**src/rtl/core/hkpo_pkg.sv**
```systemverilog
// ----------------------------------------------------------------------------
// hkpo_pkg
// Types and codes shared by the hash keyed pool and its cells.
// ----------------------------------------------------------------------------
package hkpo_pkg;

    localparam int HASH_W = 256;
    localparam int WORD_W = 64;
    localparam int CNT_W  = 5;
    localparam int IN_W   = 648;
    localparam int OUT_W  = 336;

    typedef enum logic [1:0] {
        OP_INSERT   = 2'd0,
        OP_CONTAINS = 2'd1,
        OP_CHILD    = 2'd2,
        OP_REMOVE   = 2'd3
    } op_t;

    typedef enum logic [2:0] {
        ST_INSERTED = 3'd0,
        ST_DUP      = 3'd1,
        ST_FOUND    = 3'd2,
        ST_NONE     = 3'd3,
        ST_REMOVED  = 3'd4
    } status_t;

    typedef struct packed {
        logic [HASH_W-1:0] key;
        logic [HASH_W-1:0] parent;
        logic [WORD_W-1:0] height;
        logic [WORD_W-1:0] tip;
    } req_t;

    typedef struct packed {
        logic              hit;
        logic              free;
        logic              old_ok;
        logic [WORD_W-1:0] old_age;
        logic              ch_ok;
        logic [WORD_W-1:0] ch_age;
        logic [HASH_W-1:0] ch_key;
        logic [WORD_W-1:0] ch_tip;
        logic [CNT_W-1:0]  cnt;
    } acc_t;

    typedef struct packed {
        logic wr;
        logic clr;
    } cmd_t;

endpackage

```
**src/rtl/core/hkpo_cell.sv**
```systemverilog
// ----------------------------------------------------------------------------
// hkpo_cell
// One pool slot; folds its entry into the scan beat handed down the chain.
// ----------------------------------------------------------------------------
module hkpo_cell #(
    parameter int IW      = 4,
    parameter int CELL_ID = 0
) (
    input  logic                      clk,
    input  logic                      rst_n,
    input  hkpo_pkg::req_t            req,
    input  logic [hkpo_pkg::WORD_W-1:0] age,
    input  hkpo_pkg::cmd_t            cmd,
    input  logic [IW-1:0]             cmd_idx,
    input  hkpo_pkg::acc_t            acc_in,
    input  logic [IW-1:0]             hit_idx_in,
    input  logic [IW-1:0]             free_idx_in,
    input  logic [IW-1:0]             old_idx_in,
    output hkpo_pkg::acc_t            acc_out,
    output logic [IW-1:0]             hit_idx_out,
    output logic [IW-1:0]             free_idx_out,
    output logic [IW-1:0]             old_idx_out
);
    import hkpo_pkg::*;

    localparam logic [IW-1:0] ME = IW'(CELL_ID);

    logic              valid_reg;
    req_t              ent_reg;
    logic [WORD_W-1:0] age_reg;
    acc_t              acc_reg, acc_next;
    logic [IW-1:0]     hit_idx_reg, hit_idx_next;
    logic [IW-1:0]     free_idx_reg, free_idx_next;
    logic [IW-1:0]     old_idx_reg, old_idx_next;
    logic              sel;

    assign sel = (cmd_idx == ME);

    always_comb
    begin
        acc_next      = acc_in;
        hit_idx_next  = hit_idx_in;
        free_idx_next = free_idx_in;
        old_idx_next  = old_idx_in;
        if (!acc_in.hit && valid_reg && ent_reg.key == req.key)
        begin
            acc_next.hit = 1'b1;
            hit_idx_next = ME;
        end
        if (!acc_in.free && !valid_reg)
        begin
            acc_next.free = 1'b1;
            free_idx_next = ME;
        end
        if (valid_reg && (!acc_in.old_ok || age_reg < acc_in.old_age))
        begin
            acc_next.old_ok  = 1'b1;
            acc_next.old_age = age_reg;
            old_idx_next     = ME;
        end
        if (valid_reg && ent_reg.height == req.height && ent_reg.parent == req.parent
            && (!acc_in.ch_ok || age_reg < acc_in.ch_age))
        begin
            acc_next.ch_ok  = 1'b1;
            acc_next.ch_age = age_reg;
            acc_next.ch_key = ent_reg.key;
            acc_next.ch_tip = ent_reg.tip;
        end
        acc_next.cnt = acc_in.cnt + CNT_W'(valid_reg);
    end

    always_ff @(posedge clk or negedge rst_n)
    begin
        if (!rst_n)
        begin
            valid_reg <= 1'b0;
        end
        else if (sel && cmd.wr)
        begin
            valid_reg <= 1'b1;
        end
        else if (sel && cmd.clr)
        begin
            valid_reg <= 1'b0;
        end
    end

    always_ff @(posedge clk)
    begin
        if (sel && cmd.wr)
        begin
            ent_reg <= req;
            age_reg <= age;
        end
        acc_reg      <= acc_next;
        hit_idx_reg  <= hit_idx_next;
        free_idx_reg <= free_idx_next;
        old_idx_reg  <= old_idx_next;
    end

    assign acc_out      = acc_reg;
    assign hit_idx_out  = hit_idx_reg;
    assign free_idx_out = free_idx_reg;
    assign old_idx_out  = old_idx_reg;

endmodule

```
**config.mk**
```make
export PLATFORM = sky130hd
export DESIGN_NAME = hkpo_cell
export DESIGN_NICKNAME = d
export VERILOG_FILES = /design/src/rtl/core/hkpo_pkg.sv /design/src/rtl/core/hkpo_cell.sv
export SDC_FILE = /design/constraint.sdc
export NUM_CORES = 2
export LEC_CHECK = 0
export BUFFER_PORTS_ARGS = -buffer_cell sky130_fd_sc_hd__buf_2
export CORE_AREA = 2 2 636 638
export CTS_CLUSTER_SIZE = 12
export DETAILED_ROUTE_END_ITERATION = 7
export DIE_AREA = 0 0 638 640
export GPL_TIMING_DRIVEN = 0
export PLACE_DENSITY = 0.38
export REMOVE_ABC_BUFFERS = 1
export SYNTH_ARGS = -nofsm -noshare
export SYNTH_HDL_FRONTEND = slang
export SYNTH_SLANG_ARGS = --single-unit
```
**constraint.sdc**
```tcl
create_clock -name clk -period 4.8 [get_ports clk]
set_input_delay 0.72 -clock clk [delete_from_list [all_inputs] [get_ports clk]]
set_output_delay 0.72 -clock clk [all_outputs]
set_load 0.02 [all_outputs]
```
# After elaboration in Yosys (flattened, before gate mapping)
# Index checks and enable logic that the tools add are counted.
# Widths: inputs -> output; s select.
[word_totals] elab_cells=46 input_bits=1181 ff_bits=1174
[classes] mux=4 reduce_logical=18 eq_ne=3 magnitude_cmp=2 n_addsub=1
[ops] operator="$eq 256x256->1" n=2
[ops] operator="$mux 384" n=1
[ops] operator="$lt 64x64->1" n=2
[ops] operator="$eq 64x64->1" n=1
[ops] operator="$mux 64" n=1
[ops] operator="$logic_and 1x1->1" n=9
[ops] operator="$add 5x1->5" n=1
[ops] operator="$logic_not 1->1" n=5
[ops] operator="$logic_not 4->1" n=1
[ops] operator="$logic_or 1x1->1" n=2
[ops] operator="$mux 1" n=2
[ops] operator="$reduce_bool 2->1" n=1

# Depth between registers and ports, before layout
[depth] ltp_word=5 depth_mapped=12

# Least setup slack after synthesis
# No wires, ideal clock.
[synth_path] path_type="input to register" from="input cmd_idx[1]" to="register age_reg[0] (enable)" path_slack_ps=-13305 t_required_ps=3638 cell_stages=2 path_buffers=0 t_arrival_ps=16944 setup_ps=1162 path_cell_list="nor4_1 > and2_1"
[synth_between] elab_chain_cells=2
[synth_lines] element="from (decl)" line="hkpo_cell.sv:14" source="input logic [IW-1:0] cmd_idx,"
[synth_lines] element="$logic_not 4->1" line="hkpo_cell.sv:37" source="assign sel = (cmd_idx == ME);"
[synth_lines] element="$logic_and 1x1->1" line="hkpo_cell.sv:90" source="if (sel && cmd.wr)"
[synth_lines] element="to (signal assigned)" line="hkpo_cell.sv:93" source="age_reg <= age;"
[synth_lines] element="to (decl)" line="hkpo_cell.sv:30" source="logic [WORD_W-1:0] age_reg;"
# No other way between the ends.
# A chain may end at the register's enable or synchronous reset.

==> impl_metrics.py <==
metrics = {
    "status": {
        "status": "complete, but fails checks",
        "violations": "negative setup slack",
    },
    "logic_synthesis": {
        "yosys-top-cells-area": "edfxtp_1 (44%), dfxtp_1 (19%), mux2_1 (8.4%), ha_1 (3.3%), xor2_1 (2.8%)",
        "postSynth.asyncResetShare_pct": 0.0852,
        "synth_area_um2": 48400,
        "yosys_warnings": 0,
        "yosysTopAreaCellShare_pct": 43.7,
        "ys_types": 56,
        "syn_area_per_cell_um2": 13.4,
        "synth-edff-count": 704,
        "synthCells": 3610,
        "yosys.area.top_type": "edfxtp_1",
        "yosysSeqAreaShare_pct": 63.2,
        "ys.flop_type": "edfxtp_1",
        "ys_ff_latch": 1174,
    },
    "clocking": {
        "clk_path_buf_depth": 4,
        "cts_max_level": 4,
        "clk_pin_slew_ns": 0.07,
        "numCtsBuffers": 162,
        "cts_tree": "yes",
        "cts.root.buffer_cell": "clkbuf_16",
        "cts.sinks": 1174,
        "worstSkewPairLatency_ns": 0.87,
    },
    "setup_path": {
        "criticalPathCategory": "flop to flop",
        "cp-end-kind": "flop",
        "r2r_slack_ns": -0.51,
        "arrival_ns": 6.04,
        "critPathLaunch": "ent_reg[226]",
        "required_ns": 5.53,
        "cp_max_fo": 6,
        "worstReg2RegEnd": "acc_out[45]",
        "endpoint": "acc_out[45]",
        "startpoint_type": "flop",
        "crit_chain": "nor2b_1 -> a2111oi_1 -> nand4_1 -> nor4_1 -> nand4_1 -> nor4_4 -> buf_8 -> o2111ai_4 -> buf_12 -> buf_16 -> buf_16 -> buf_16 -> buf_16 -> buf_16 -> buf_16 -> buf_16 -> buf_16 -> mux2_4",
        "slowest_delay_ns": 0.83,
        "crit_path_frequent_cell": "buf_16",
        "worstReg2RegStart": "ent_reg[226]",
        "worstRegToRegCells": 18,
        "crit_path_top_delay_cell": "a2111oi_1",
    },
    "sta": {
        "slew_headroom_pct": 10.0,
        "fmax_mhz": 188,
        "worstMarginPinSlew_ns": 1.32,
        "finalSetupViolCount": 262,
        "whs_ns": 0.102,
        "post-route-min-period_ns": 5.31,
        "tns_ns": -68.43,
        "postLayoutSetupSlackWorst_ns": -0.507,
        "maxSlewViolCount": 0,
        "finClkSkew_ns": 0.0596,
        "timing.final.crit_share_pct": 111,
        "rsz0062_at_grt": "yes",
        "hold_violations": 0,
    },
    "finish": {
        "drive_above_1_share_pct": 33.2,
        "syn_to_final_growth_pct": 65.2,
        "largest_reg_flops": 640,
        "final_core_utilization_pct": 19.9,
        "nets": 7652,
        "final_cell_mix": "buf_2 (1,652), dlygate4sd3_1 (912), edfxtp_1 (704)",
        "mostFrequentLayoutCell": "buf_2",
        "layoutNonFillerInstCount": 11900,
        "n_fill_cell": 43800,
    },
    "global_route": {
        "antenna_found_initial": 316,
        "grt-ovfl-total": 0,
        "grt_max_degree": 95,
        "grt_pass1_wl_um": 424000,
        "grt_pass1_vias": 43400,
        "grtUsageTotal_pct": 15.6,
    },
    "route": {
        "drt_iter0_drc": 3764,
        "num_vias": 43500,
        "viasPerCell": 3.66,
        "dr.pass1.iters": 6,
        "drc_errors": 0,
        "postRouteAntennaNets": 0,
        "wl_per_cell_um": 28.0,
        "wirelength_um": 333000,
    },
    "place": {
        "gp_congestion": 0.881,
        "portBuffers": 1649,
        "dp.cells": 10500,
        "hpwl_um": 279000,
    },
    "die": {
        "pin_count": 1650,
        "die_y_um": 640,
        "dieArea_um2": 408000,
        "die_w_um": 638,
        "rows": 233,
        "start_util_pct": 12.1,
        "core_um2": 401000,
    },
    "power": {
        "max-vdd-ir-drop_mv": 0.321,
        "leakagePower_nw": 32.2,
        "p_per_area_nw_per_um2": 341,
    },
    "job": {
        "cap_violations": 0,
    },
    "min_path": {
        "hold_class": "input port to flop",
    },
}
-- cells in the mapped netlist, types with 19 or more instances --
cell type and number:
o22ai_1 70, a2111oi_0 43, xor2_1 154, nand2b_1 56, mux2_1 360, mux2_2 24
nor2b_1 125, a21oi_1 39, edfxtp_1 704, o211ai_1 66, a221oi_1 28, dfxtp_1 469
a31oi_1 64, ha_1 128, nand4_1 151, buf_6 36, inv_1 358, xnor2_1 142
nor2_1 23, nand2_1 149, nor4_1 68, clkbuf_1 64, o2bb2ai_1 27, o21ai_0 82
a21o_1 28, o2111ai_1 19
-- worst min-delay path by stage --
stage,end,depth (start not counted),startpoint
after floorplan,valid_reg,0,rst_n
after global placement,acc_out[65],1,ent_reg[60]
after detailed placement,acc_out[61],1,ent_reg[56]
after CTS,acc_out[270],2,acc_in[270]
after global routing,ent_reg[413],1,req[413]
final,acc_out[90],2,acc_in[90]
-- report_power, final --
part | switching (mW) | internal (mW)
combinational | 2.12 | 1.63
clock | 5.24 | 6.88
sequential | 0.227 | 11.1
total | 7.58 | 19.6
-- through the flow --
stage	cell area (um2)	worst slack, ns	power [mW]
after detailed placement	64000	-3.30	14.5
after floorplan	47700	-18.65	12.8
after global routing	79700	-0.648	28.3
after CTS	79300	-0.738	27.7
final	79900	-0.507	27.2
after global placement	62600	-39.79	14.5
-- kinds of logic (layout without fill, tap and decap cells) --
kind of cell               after synthesis  count (layout)  synth area share (%)
DFF                                   1174            1174                  63.2
and+or+nand+nor                        632             632                  7.26
AOI/OAI and AO/OA                      533             533                  7.80
buffers and inverters                  463            3320                  4.18
muxes                                  384             384                  8.94
xor gates and xnor gates               296             296                  5.36
adders and majority gates              128             128                  3.31
other                                    0             132                     0
-- layout make-up --
type	instances	area, um2	share of cell area (%)
diodes	132	330	0.413
clock buffers	223	4580	5.73
clock inverters	65	573	0.717
inverters	358	1340	1.68
multi-input cells	1973	16400	20.5
flip-flops and latches	1174	30600	38.2
well taps	5287	6620	8.28
repair buffers	2674	19500	24.4
-- routing by layer --
layer | vias up | global-route usage, % | wire length, um
met4 | 170 | 3.78 | 8130
met2 | 2176 | 26.2 | 159000
met1 | 21500 | 18.8 | 132000
met5 | - | 0 | 1070
met3 | 630 | 5.58 | 33100
li1 | 19000 | - | -
-- critical path: cells and delay by family (launching register included) --
family | cells | cell delay, ns
AOI/OAI and AO/OA | 2 | 1.02
buffers and inverters | 10 | 1.59
and+or+nand+nor | 5 | 1.72
muxes | 1 | 0.35
DFF | 1 | 0.38
-- repair_timing --
item | CTS | global route
buffers inserted | 24 | 7
resized for setup | 108 | 54
endpoints found under the hold margin | 912 | 0
endpoints found under the setup margin | 384 | 362
gates cloned | 17 | 2
pin swaps | 8 | 4
hold buffers | 912 | 0
No activity file was read; power rests on OpenSTA's default activity.
